**src/rtl/trvg_pkg.sv**
```systemverilog
// shared types, register codes and sine table helper for the tube ring vertex generator
package trvg_pkg;

  // configuration register indexes
  typedef enum logic {
    CFG_RING_POINTS = 1'b0,
    CFG_PHASE_STEP  = 1'b1
  } cfg_idx_e;

  localparam int unsigned CfgDataW       = 16;
  localparam int unsigned RingPointsW    = 7;
  localparam int unsigned PhaseW         = 16;
  localparam logic [6:0]  RingPointsRst  = 7'd16;
  localparam logic [15:0] PhaseStepRst   = 16'd4096;

  // quarter-wave table magnitude width (0 .. 32767)
  localparam int unsigned SineMagW       = 15;
  // pi/2 in unsigned Q2.30
  localparam logic [63:0] HalfPiQ30      = 64'd1686629713;

  // one path frame
  typedef struct packed {
    logic signed [31:0] center_x;
    logic signed [31:0] center_y;
    logic signed [31:0] center_z;
    logic signed [15:0] normal_x;
    logic signed [15:0] normal_y;
    logic signed [15:0] normal_z;
    logic signed [15:0] binormal_x;
    logic signed [15:0] binormal_y;
    logic signed [15:0] binormal_z;
    logic        [15:0] ring_radius;
  } frame_t;

  // one ring vertex
  typedef struct packed {
    logic signed [31:0] vert_x;
    logic signed [31:0] vert_y;
    logic signed [31:0] vert_z;
    logic               ring_last;
  } vert_t;

  // controller to datapath commands
  typedef struct packed {
    logic load;
    logic issue;
    logic last;
  } cmd_t;

  // datapath to controller status
  typedef struct packed {
    logic adv;
    logic pipe_busy;
  } stat_t;

  // one quarter-wave table entry, Taylor series in unsigned Q2.30 with truncated products
  function automatic logic [14:0] sine_entry(input int unsigned k, input int unsigned qbits);
    logic [63:0] x;
    logic [63:0] sum;
    logic [63:0] term;
    logic [63:0] v;
    x    = (HalfPiQ30 * 64'(k)) >> qbits;
    sum  = x;
    term = x;
    for (int n = 1; n <= 8; n++) begin
      term = (term * x) >> 30;
      term = (term * x) >> 30;
      case (n)
        1:       term = term / 6;
        2:       term = term / 20;
        3:       term = term / 42;
        4:       term = term / 72;
        5:       term = term / 110;
        6:       term = term / 156;
        7:       term = term / 210;
        8:       term = term / 272;
        default: term = term;
      endcase
      if ((n % 2) == 1) begin
        sum = (sum >= term) ? sum - term : 64'd0;
      end else begin
        sum = sum + term;
      end
    end
    v = (sum * 64'd32767 + (64'd1 << 29)) >> 30;
    if (v > 64'd32767) begin
      v = 64'd32767;
    end
    return v[14:0];
  endfunction

endpackage

```
**src/rtl/trvg_stream_if.sv**
```systemverilog
// valid/ready stream channel carrying one payload word per transfer
interface trvg_stream_if #(
  parameter type T = logic
);
  logic valid;
  logic ready;
  T     data;

  modport source (output valid, output data, input ready);
  modport sink   (input valid, input data, output ready);
endinterface

```
**src/rtl/tube_ring_vertex_generator_core.sv**
```systemverilog
// tube ring vertex generator top level: configuration registers, sequencer and datapath
//
// channel    | dir | transfer                     | payload
// frame_i    | in  | valid & ready                | trvg_pkg::frame_t (centre, N, B, radius)
// vert_o     | out | valid & ready                | trvg_pkg::vert_t (vertex, ring_last)
// cfg        | in  | cfg_we_i, no wait            | cfg_idx_i, cfg_wdata_i
//
// a frame with n = min(ring_points, MAX_RING_POINTS) vertices is issued as follows:
// one vertex issued per cycle while the output register is not stalled, then the four
// stages ahead of the output register drain before the next frame; the last vertex may
// still sit in the output register. n of zero produces no transfer.
// a stalled output register freezes the whole vertex pipe; the input waits until it drains.
// reset restores ring_points 16 and phase_step 4096 and empties the pipe.
module tube_ring_vertex_generator_core #(
  parameter int unsigned MAX_RING_POINTS = 64,
  parameter int unsigned SINE_TABLE_BITS = 10
) (
  input  logic                           clk_i,
  input  logic                           rst_ni,
  trvg_stream_if.sink                    frame_i,
  trvg_stream_if.source                  vert_o,
  input  logic                           cfg_we_i,
  input  logic                           cfg_idx_i,
  input  logic [trvg_pkg::CfgDataW-1:0]  cfg_wdata_i
);
  import trvg_pkg::*;

  logic [RingPointsW-1:0] ring_points_q;
  logic [PhaseW-1:0]      phase_step_q;
  cmd_t                   cmd;
  stat_t                  stat;
  logic                   in_ready;

  // configuration registers
  always_ff @(posedge clk_i or negedge rst_ni) begin
    if (!rst_ni) begin
      ring_points_q <= RingPointsRst;
      phase_step_q  <= PhaseStepRst;
    end else if (cfg_we_i) begin
      case (cfg_idx_e'(cfg_idx_i))
        CFG_RING_POINTS: ring_points_q <= cfg_wdata_i[RingPointsW-1:0];
        CFG_PHASE_STEP:  phase_step_q  <= cfg_wdata_i[PhaseW-1:0];
        default: ;
      endcase
    end
  end

  assign frame_i.ready = in_ready;

  // sequencer
  trvg_ctrl #(
    .MAX_RING_POINTS (MAX_RING_POINTS)
  ) u_ctrl (
    .clk_i         (clk_i),
    .rst_ni        (rst_ni),
    .in_valid_i    (frame_i.valid),
    .in_ready_o    (in_ready),
    .ring_points_i (ring_points_q),
    .stat_i        (stat),
    .cmd_o         (cmd)
  );

  // vertex datapath
  trvg_dp #(
    .SINE_TABLE_BITS (SINE_TABLE_BITS)
  ) u_dp (
    .clk_i        (clk_i),
    .rst_ni       (rst_ni),
    .cmd_i        (cmd),
    .stat_o       (stat),
    .frame_i      (frame_i.data),
    .phase_step_i (phase_step_q),
    .vert_o       (vert_o)
  );

endmodule

```
**src/rtl/trvg_ctrl.sv**
```systemverilog
// ring sequencer: accepts frames and issues one vertex command per advancing cycle
module trvg_ctrl #(
  parameter int unsigned MAX_RING_POINTS = 64
) (
  input  logic                 clk_i,
  input  logic                 rst_ni,
  input  logic                 in_valid_i,
  output logic                 in_ready_o,
  input  logic [6:0]           ring_points_i,
  input  trvg_pkg::stat_t      stat_i,
  output trvg_pkg::cmd_t       cmd_o
);
  import trvg_pkg::*;

  localparam int unsigned CntW = $clog2(MAX_RING_POINTS + 1);
  localparam int unsigned CmpW = (CntW > RingPointsW) ? CntW : RingPointsW;

  typedef enum logic [1:0] {
    ST_IDLE = 2'b01,
    ST_RUN  = 2'b10
  } state_e;

  state_e            state_q, state_d;
  logic [CntW-1:0]   rem_q, rem_d;
  logic [CmpW-1:0]   rp_w;
  logic [CmpW-1:0]   max_w;
  logic [CmpW-1:0]   n_w;
  logic [CntW-1:0]   n_cnt;
  logic              accept;

  // clamp the ring size to the supported maximum
  always_comb begin
    rp_w  = CmpW'(ring_points_i);
    max_w = CmpW'(MAX_RING_POINTS);
    n_w   = (rp_w > max_w) ? max_w : rp_w;
    n_cnt = n_w[CntW-1:0];
  end

  // a new frame only once the previous ring has left the pipeline
  assign in_ready_o = (state_q == ST_IDLE) && !stat_i.pipe_busy;
  assign accept     = in_valid_i && in_ready_o;

  assign cmd_o.load  = accept;
  assign cmd_o.issue = (state_q == ST_RUN);
  assign cmd_o.last  = (rem_q == CntW'(1));

  // next state and remaining vertex count
  always_comb begin
    state_d = state_q;
    rem_d   = rem_q;
    case (state_q)
      ST_IDLE: begin
        if (accept && (n_cnt != '0)) begin
          state_d = ST_RUN;
          rem_d   = n_cnt;
        end
      end
      ST_RUN: begin
        if (stat_i.adv) begin
          rem_d = rem_q - CntW'(1);
          if (rem_q == CntW'(1)) begin
            state_d = ST_IDLE;
          end
        end
      end
      default: begin
        state_d = ST_IDLE;
        rem_d   = '0;
      end
    endcase
  end

  always_ff @(posedge clk_i or negedge rst_ni) begin
    if (!rst_ni) begin
      state_q <= ST_IDLE;
      rem_q   <= '0;
    end else begin
      state_q <= state_d;
      rem_q   <= rem_d;
    end
  end

`ifndef ASSERT_OFF
  a_start_ring: assert property (@(posedge clk_i) disable iff (!rst_ni)
    (accept && (n_cnt != '0)) |=> (state_q == ST_RUN) && (rem_q == $past(n_cnt)))
    else $error("ring did not start with the clamped vertex count");
  a_end_ring: assert property (@(posedge clk_i) disable iff (!rst_ni)
    (cmd_o.issue && cmd_o.last && stat_i.adv) |=> (state_q == ST_IDLE))
    else $error("sequencer kept running after the last vertex");
  a_run_count: assert property (@(posedge clk_i) disable iff (!rst_ni)
    (state_q == ST_RUN) |-> (rem_q != '0))
    else $error("running with no vertices left");
`endif

endmodule

```
**src/rtl/trvg_dp.sv**
```systemverilog
// vertex datapath: phase, sine lookup, radius and axis products, rounding and output register
module trvg_dp #(
  parameter int unsigned SINE_TABLE_BITS = 10
) (
  input  logic                 clk_i,
  input  logic                 rst_ni,
  input  trvg_pkg::cmd_t       cmd_i,
  output trvg_pkg::stat_t      stat_o,
  input  trvg_pkg::frame_t     frame_i,
  input  logic [15:0]          phase_step_i,
  trvg_stream_if.source        vert_o
);
  import trvg_pkg::*;

  localparam int unsigned Sb       = SINE_TABLE_BITS;
  localparam int unsigned Qb       = SINE_TABLE_BITS - 2;
  localparam int unsigned RomDepth = (1 << Qb) + 1;
  localparam int unsigned IdxW     = Qb + 1;
  localparam int unsigned QSteps   = 1 << Qb;
  localparam int unsigned SumW     = 56;
  localparam int unsigned RcW      = 33;
  localparam int unsigned PrW      = 49;

  typedef logic [SineMagW-1:0] rom_t [RomDepth];

  function automatic rom_t build_rom();
    rom_t r;
    for (int k = 0; k < RomDepth; k++) begin
      r[k] = sine_entry(k, Qb);
    end
    return r;
  endfunction

  localparam rom_t SineRom = build_rom();

  // held frame
  logic signed [31:0]    center_q [3];
  logic signed [15:0]    axis_n_q [3];
  logic signed [15:0]    axis_b_q [3];
  logic        [15:0]    radius_q;

  logic        [15:0]    phase_q;
  logic                  adv;

  // issue stage lookup indexes
  logic [Sb-1:0]         angle;
  logic [1:0]            quad_s;
  logic [1:0]            quad_c;
  logic [Qb-1:0]         off;
  logic [IdxW-1:0]       sin_idx;
  logic [IdxW-1:0]       cos_idx;

  // stage 1: table data
  logic                  v1_q, l1_q;
  logic [SineMagW-1:0]   sin_mag_q, cos_mag_q;
  logic                  sin_neg_q, cos_neg_q;
  // stage 2: radius products
  logic                  v2_q, l2_q;
  logic signed [15:0]    sin_s, cos_s;
  logic signed [RcW-1:0] rs_q, rc_q;
  // stage 3: axis products
  logic                  v3_q, l3_q;
  logic signed [PrW-1:0] pn_q [3];
  logic signed [PrW-1:0] pb_q [3];
  // stage 4: full precision sums
  logic                  v4_q, l4_q;
  logic signed [SumW-1:0] total_q [3];
  // output register
  logic                  out_valid_q;
  vert_t                 out_data_q;
  logic signed [31:0]    sat [3];

  // the whole pipe moves unless a finished vertex is stuck in the output register
  assign adv              = !out_valid_q || vert_o.ready;
  assign stat_o.adv       = adv;
  assign stat_o.pipe_busy = v1_q || v2_q || v3_q || v4_q;

  // frame capture
  always_ff @(posedge clk_i) begin
    if (cmd_i.load) begin
      center_q[0] <= frame_i.center_x;
      center_q[1] <= frame_i.center_y;
      center_q[2] <= frame_i.center_z;
      axis_n_q[0] <= frame_i.normal_x;
      axis_n_q[1] <= frame_i.normal_y;
      axis_n_q[2] <= frame_i.normal_z;
      axis_b_q[0] <= frame_i.binormal_x;
      axis_b_q[1] <= frame_i.binormal_y;
      axis_b_q[2] <= frame_i.binormal_z;
      radius_q    <= frame_i.ring_radius;
    end
  end

  // phase accumulator, restarted for every ring
  always_ff @(posedge clk_i or negedge rst_ni) begin
    if (!rst_ni) begin
      phase_q <= '0;
    end else if (cmd_i.load) begin
      phase_q <= '0;
    end else if (cmd_i.issue && adv) begin
      phase_q <= phase_q + phase_step_i;
    end
  end

  // quadrant folding: odd quadrants mirror the index, cos is a quarter turn ahead
  always_comb begin
    angle   = phase_q[15 -: Sb];
    quad_s  = angle[Sb-1:Sb-2];
    quad_c  = quad_s + 2'd1;
    off     = angle[Qb-1:0];
    sin_idx = quad_s[0] ? (IdxW'(QSteps) - {1'b0, off}) : {1'b0, off};
    cos_idx = quad_c[0] ? (IdxW'(QSteps) - {1'b0, off}) : {1'b0, off};
  end

  // pipeline valid and last flags
  always_ff @(posedge clk_i or negedge rst_ni) begin
    if (!rst_ni) begin
      v1_q <= 1'b0;
      v2_q <= 1'b0;
      v3_q <= 1'b0;
      v4_q <= 1'b0;
      out_valid_q <= 1'b0;
    end else if (adv) begin
      v1_q <= cmd_i.issue;
      v2_q <= v1_q;
      v3_q <= v2_q;
      v4_q <= v3_q;
      out_valid_q <= v4_q;
    end
  end

  // table read
  always_ff @(posedge clk_i) begin
    if (adv) begin
      l1_q      <= cmd_i.last;
      sin_mag_q <= SineRom[sin_idx];
      cos_mag_q <= SineRom[cos_idx];
      sin_neg_q <= quad_s[1];
      cos_neg_q <= quad_c[1];
    end
  end

  // signed sine and cosine
  always_comb begin
    sin_s = sin_neg_q ? -$signed({1'b0, sin_mag_q}) : $signed({1'b0, sin_mag_q});
    cos_s = cos_neg_q ? -$signed({1'b0, cos_mag_q}) : $signed({1'b0, cos_mag_q});
  end

  // radius times sine and cosine
  always_ff @(posedge clk_i) begin
    if (adv) begin
      l2_q <= l1_q;
      rs_q <= $signed({1'b0, radius_q}) * sin_s;
      rc_q <= $signed({1'b0, radius_q}) * cos_s;
    end
  end

  // projection onto normal and binormal
  always_ff @(posedge clk_i) begin
    if (adv) begin
      l3_q <= l2_q;
      for (int d = 0; d < 3; d++) begin
        pn_q[d] <= rc_q * axis_n_q[d];
        pb_q[d] <= rs_q * axis_b_q[d];
      end
    end
  end

  // centre scaled to the product fraction plus both projections
  always_ff @(posedge clk_i) begin
    if (adv) begin
      l4_q <= l3_q;
      for (int d = 0; d < 3; d++) begin
        total_q[d] <= ($signed({{(SumW-32){center_q[d][31]}}, center_q[d]}) <<< 22)
                    + $signed({{(SumW-PrW){pn_q[d][PrW-1]}}, pn_q[d]})
                    + $signed({{(SumW-PrW){pb_q[d][PrW-1]}}, pb_q[d]});
      end
    end
  end

  // round half up, drop 22 fraction bits, saturate to Q16.16
  always_comb begin
    logic signed [SumW-1:0] rnd;
    logic signed [33:0]     sh;
    for (int d = 0; d < 3; d++) begin
      rnd = total_q[d] + $signed(SumW'(1 << 21));
      sh  = rnd[SumW-1:22];
      if ((sh[33:31] == 3'b000) || (sh[33:31] == 3'b111)) begin
        sat[d] = sh[31:0];
      end else if (sh[33]) begin
        sat[d] = 32'sh8000_0000;
      end else begin
        sat[d] = 32'sh7fff_ffff;
      end
    end
  end

  // output register
  always_ff @(posedge clk_i) begin
    if (adv) begin
      out_data_q.vert_x    <= sat[0];
      out_data_q.vert_y    <= sat[1];
      out_data_q.vert_z    <= sat[2];
      out_data_q.ring_last <= l4_q;
    end
  end

  assign vert_o.valid = out_valid_q;
  assign vert_o.data  = out_data_q;

`ifndef ASSERT_OFF
  a_load_empty: assert property (@(posedge clk_i) disable iff (!rst_ni)
    cmd_i.load |-> !stat_o.pipe_busy)
    else $error("frame loaded while vertices of the previous ring are in flight");
  a_out_fill: assert property (@(posedge clk_i) disable iff (!rst_ni)
    (v4_q && adv) |=> out_valid_q)
    else $error("finished vertex did not reach the output register");
  a_stall: assert property (@(posedge clk_i) disable iff (!rst_ni)
    (out_valid_q && !vert_o.ready) |-> !adv)
    else $error("pipe advanced over an untaken vertex");
`endif

endmodule
```
**src/flat_wrapper.sv**
```systemverilog
// flat-port wrapper written by rule: the top's interface ports become plain ports
module tube_ring_vertex_generator_core_flat import trvg_pkg::*;
#(
  parameter int unsigned MAX_RING_POINTS = 64,
  parameter int unsigned SINE_TABLE_BITS = 10
)
  (clk_i, rst_ni, cfg_we_i, cfg_idx_i, cfg_wdata_i, frame_i_valid, frame_i_data, frame_i_ready, vert_o_valid, vert_o_data, vert_o_ready);
  trvg_stream_if frame_i_i ();
  trvg_stream_if vert_o_i ();
  input  logic clk_i;
  input  logic rst_ni;
  input  logic cfg_we_i;
  input  logic cfg_idx_i;
  input  logic [trvg_pkg::CfgDataW-1:0] cfg_wdata_i;
  input wire logic [$bits(frame_i_i.valid)-1:0] frame_i_valid;
  input wire logic [$bits(frame_i_i.data)-1:0] frame_i_data;
  output wire logic [$bits(frame_i_i.ready)-1:0] frame_i_ready;
  output wire logic [$bits(vert_o_i.valid)-1:0] vert_o_valid;
  output wire logic [$bits(vert_o_i.data)-1:0] vert_o_data;
  input wire logic [$bits(vert_o_i.ready)-1:0] vert_o_ready;
  assign frame_i_i.valid = frame_i_valid;
  assign frame_i_i.data = frame_i_data;
  assign frame_i_ready = frame_i_i.ready;
  assign vert_o_valid = vert_o_i.valid;
  assign vert_o_data = vert_o_i.data;
  assign vert_o_i.ready = vert_o_ready;
  tube_ring_vertex_generator_core #(.MAX_RING_POINTS(MAX_RING_POINTS), .SINE_TABLE_BITS(SINE_TABLE_BITS)) u_core (.clk_i(clk_i), .rst_ni(rst_ni), .frame_i(frame_i_i), .vert_o(vert_o_i), .cfg_we_i(cfg_we_i), .cfg_idx_i(cfg_idx_i), .cfg_wdata_i(cfg_wdata_i));
endmodule
```
**config.mk**
```make
export PLATFORM = sky130hd
export DESIGN_NAME = tube_ring_vertex_generator_core_flat
export DESIGN_NICKNAME = d
export VERILOG_FILES = /design/src/rtl/trvg_pkg.sv /design/src/rtl/trvg_stream_if.sv /design/src/rtl/tube_ring_vertex_generator_core.sv /design/src/rtl/trvg_ctrl.sv /design/src/rtl/trvg_dp.sv /design/src/flat_wrapper.sv
export SDC_FILE = /design/constraint.sdc
export NUM_CORES = 1
export LEC_CHECK = 0
export ABC_CLOCK_PERIOD_IN_PS = 2710
export BUFFER_PORTS_ARGS = -buffer_cell sky130_fd_sc_hd__buf_2
export CAP_MARGIN = 20
export CORE_MARGIN = 2
export CORE_UTILIZATION = 24
export DETAILED_ROUTE_END_ITERATION = 10
export GPL_TIMING_DRIVEN = 0
export SYNTH_ARGS = -nofsm -noshare
export SYNTH_HDL_FRONTEND = slang
export SYNTH_SLANG_ARGS = --single-unit
```
**constraint.sdc**
```tcl
create_clock -name clk_i -period 2.71 [get_ports clk_i]
set_clock_uncertainty 0.2 [all_clocks]
set_input_delay 0.271 -clock clk_i [delete_from_list [all_inputs] [get_ports clk_i]]
set_output_delay 0.271 -clock clk_i [all_outputs]
set_load 0.05 [all_outputs]
```
==> key figures <==
Global route
  • Largest net degree at the start of global routing: 22
  • Initial antenna violation count: 0
  • Via count of the first global-routing pass: 913
  • First-pass GRT wire length: 4.23 mm
  • Final global-route overflow total: 0
  • Gr usage total: 0.0889

Logic synthesis
  • Seq cells post-synth: 26
  • Async set-reset flop share out of synthesis: 0.808
  • Synthesized area: around 1300 µm²
  • Synthesis Warnings: 0
  • EDFF count, synth: 5
  • Main synth FF type: dfrtp_1
  • Syn_nets: 130
  • Cells after Synth: slightly above 100
  • Average size of a mapped cell: ~12 µm²
  • Seq/Total Area, Yosys: 0.536
  • Unique masters post-synth: 40

Layout
  • Footprint of the multi-input gates: 526 µm²
  • Layout cells sized above 1: 0.309
  • # fillers: 529
  • FF+latch area: just under 700 µm²
  • Area Overhead vs Synth: 17.2%
  • Fin nets: between 150 and 200
  • Final Instance Area: ~1500 µm²
  • Biggest regs: u_core.ring_points_q x7, u_core.u_ctrl.rem_q x7, u_core.u_ctrl.state_q x2
  • Ant. Diodes: 0

Route
  • First-pass DRT Iterations: 4
  • Drt wl/cell: between 10 and 15 µm
  • DRC: 0
  • Antenna Violating Nets Remaining: 0
  • DRT iter0 DRCs: 60
  • Total number of vias: 876
  • Final wirelength: ~2.4 mm
  • Vias per cell: about 4.5

Setup path
  • Crit-path max FO: 7
  • Worst Setup End Kind: register
  • Startpoint types: register
  • CP arrival: roughly 2300 ps
  • Kind of critical path: reg2reg
  • CP required: roughly 2700 ps

Floorplanning
  • Die width: approximately 77 µm
  • # IOs: 26
  • Die area: 5870 µm²
  • Core area: 5110 µm²
  • Row cnt: 26
  • Die Y: between 70 and 80 µm
  • Initial Util: 0.248

Timing
  • Final Hold Viols: 0
  • Final min period: between 2000 and 2500 ps
  • Setup violators final: 0
  • RSZ-0062 raised after global routing: no
  • Max Fclk: 434 MHz
  • Fin Setup TNS: 0 ps
  • Slew @ Worst Pin: between 600 and 700 ps
  • Final worst-path cycle share: 0.851
  • Max-slew violations: 0
  • Slew Limit Headroom: 0.586

Clock tree
  • TritonCTS buffer count: 3
  • Clock tree from TritonCTS: built
  • Sink Count: 26
  • Post-CTS setup buffers: 0
  • Clock Tree Buf Depth: 2
  • Clk_lat worst skew: around 270 ps
  • CTS H-tree depth: 1
  • Clock input transition at the sequential cells of the worst setup and hold paths: approximately 90 ps
  • PostCTS Resize Cnt: 0
  • Clk root buf: clkbuf_8
  • Hold buffers post-CTS: 1

Hold path
  • Class of the worst hold path: in2reg

Pwr
  • PnR Total Power: roughly 1.6 mW
  • Worst vdd ir: 0.242 mV
  • Pwr dens: approximately 1100 nW/µm²
  • Leak pwr: 0.678 nW

Place
  • Gpl congestion: just over 0.8
  • Port buffer count: 15
  • Placed instance area: between 1000 and 1500 µm²
  • DPL Wire Length: 1.81 mm

Flow run
  • Max-cap violations: 0

Status
  • Status: finished clean
[per-layer routing]
metal,GRT usage,up-vias,share of wire
met3,0.0273,5,0.039
li1,-,418,-
met2,0.142,16,0.51
met5,0,-,0
met1,0.111,437,0.44
met4,0.0382,0,0.015
[cells by family (layout without fill, tap and decap cells)]
group / count (synthesis) / after routing / synth area share
XOR/XNOR: 1 / 1 / 0.00693
buffers and inverters: 13 / 33 / 0.0485
multiplexers: 14 / 14 / 0.124
AO/OA/AOI/OAI: 23 / 23 / 0.144
flip-flops: 26 / 26 / 0.536
adder cells (fa/ha/maj): 4 / 4 / 0.0396
AND/OR/NAND/NOR: 22 / 22 / 0.101
[cell type report]
type	count	share of cell area
Clock inverter	1	0.00253
Multi-Input combinational cell	64	0.354
Clock buffer	3	0.0278
Buffer	5	0.0211
Tap cell	70	0.0591
Timing Repair Buffer	16	0.0574
Inverter	8	0.0203
Sequential cell	26	0.457
[placed cells by master (no fill, tap or decap), types with 2 or more instances in the layout]
cell type and instances:
dfrtp_1 19, buf_2 16, mux2_2 11, inv_1 8, a22o_1 6, edfxtp_1 5, nor2b_1 4, nand2_1 4
ha_1 4, nor4_1 3, o21ai_0 3, clkbuf_8 3, clkbuf_1 2, nor2_1 2, o31ai_1 2, a21oi_1 2
mux2_1 2, dfstp_2 2
[report_power, final]
part | switching, mW | total, mW | internal [mW]
clock network | 0.117 | 0.218 | 0.101
registers | 0.0910 | 0.637 | 0.546
logic | 0.410 | 0.726 | 0.316
[Yosys cell counts (3+ instances only)]
cell type / count / area share
o21ai_0: 3 / 0.012
nand2_1: 4 / 0.012
dfrtp_1: 19 / 0.38
mux2_2: 11 / 0.098
nor2b_1: 4 / 0.020
nor4_1: 3 / 0.015
inv_1: 8 / 0.024
edfxtp_1: 5 / 0.12
ha_1: 4 / 0.040
a22o_1: 6 / 0.042
[critical path, cell delays in order, from the launching register on]
cell,delay (ps)
dfstp_2,540
ha_1,260
a21boi_0,550
or2_1,180
buf_4,150
mux2_1,320
[per-stage QoR]
stage / hold WS (ps) / utilization / setup slack (ps) / instances
2_1_floorplan: -225 / - / 562 / 103
3_3_place_gp: 49.8 / 0.280 / 433 / 188
5_1_grt: 26.9 / 0.290 / 280 / 193
3_5_place_dp: 54.3 / 0.280 / 367 / 188
6_report: 31.9 / 0.290 / 404 / 193
4_1_cts: 30.0 / 0.290 / 376 / 193
[path summary, 6_finish.rpt]
kind,start,endpoint,slack (ps),cells after the start
worst max-delay path,u_core.u_ctrl.state_q[0]$_DFFE_PN1P_,u_core.u_ctrl.rem_q[6]$_DFFE_PN0P_,400,5
max in group asynchronous,rst_ni,u_core.u_ctrl.state_q[0]$_DFFE_PN1P_,1650,2
worst max register to register,u_core.u_ctrl.state_q[0]$_DFFE_PN1P_,u_core.u_ctrl.rem_q[6]$_DFFE_PN0P_,400,5
worst min-delay path,cfg_wdata_i[5],u_core.ring_points_q[5]$_DFFE_PN0P_,30,2
worst min register to register,u_core.u_dp.l2_q$_DFFE_PP_,u_core.u_dp.l3_q$_DFFE_PP_,230,0
min in group asynchronous,rst_ni,u_core.u_ctrl.rem_q[3]$_DFFE_PN0P_,310,2
(Power assumes the default switching activity.)
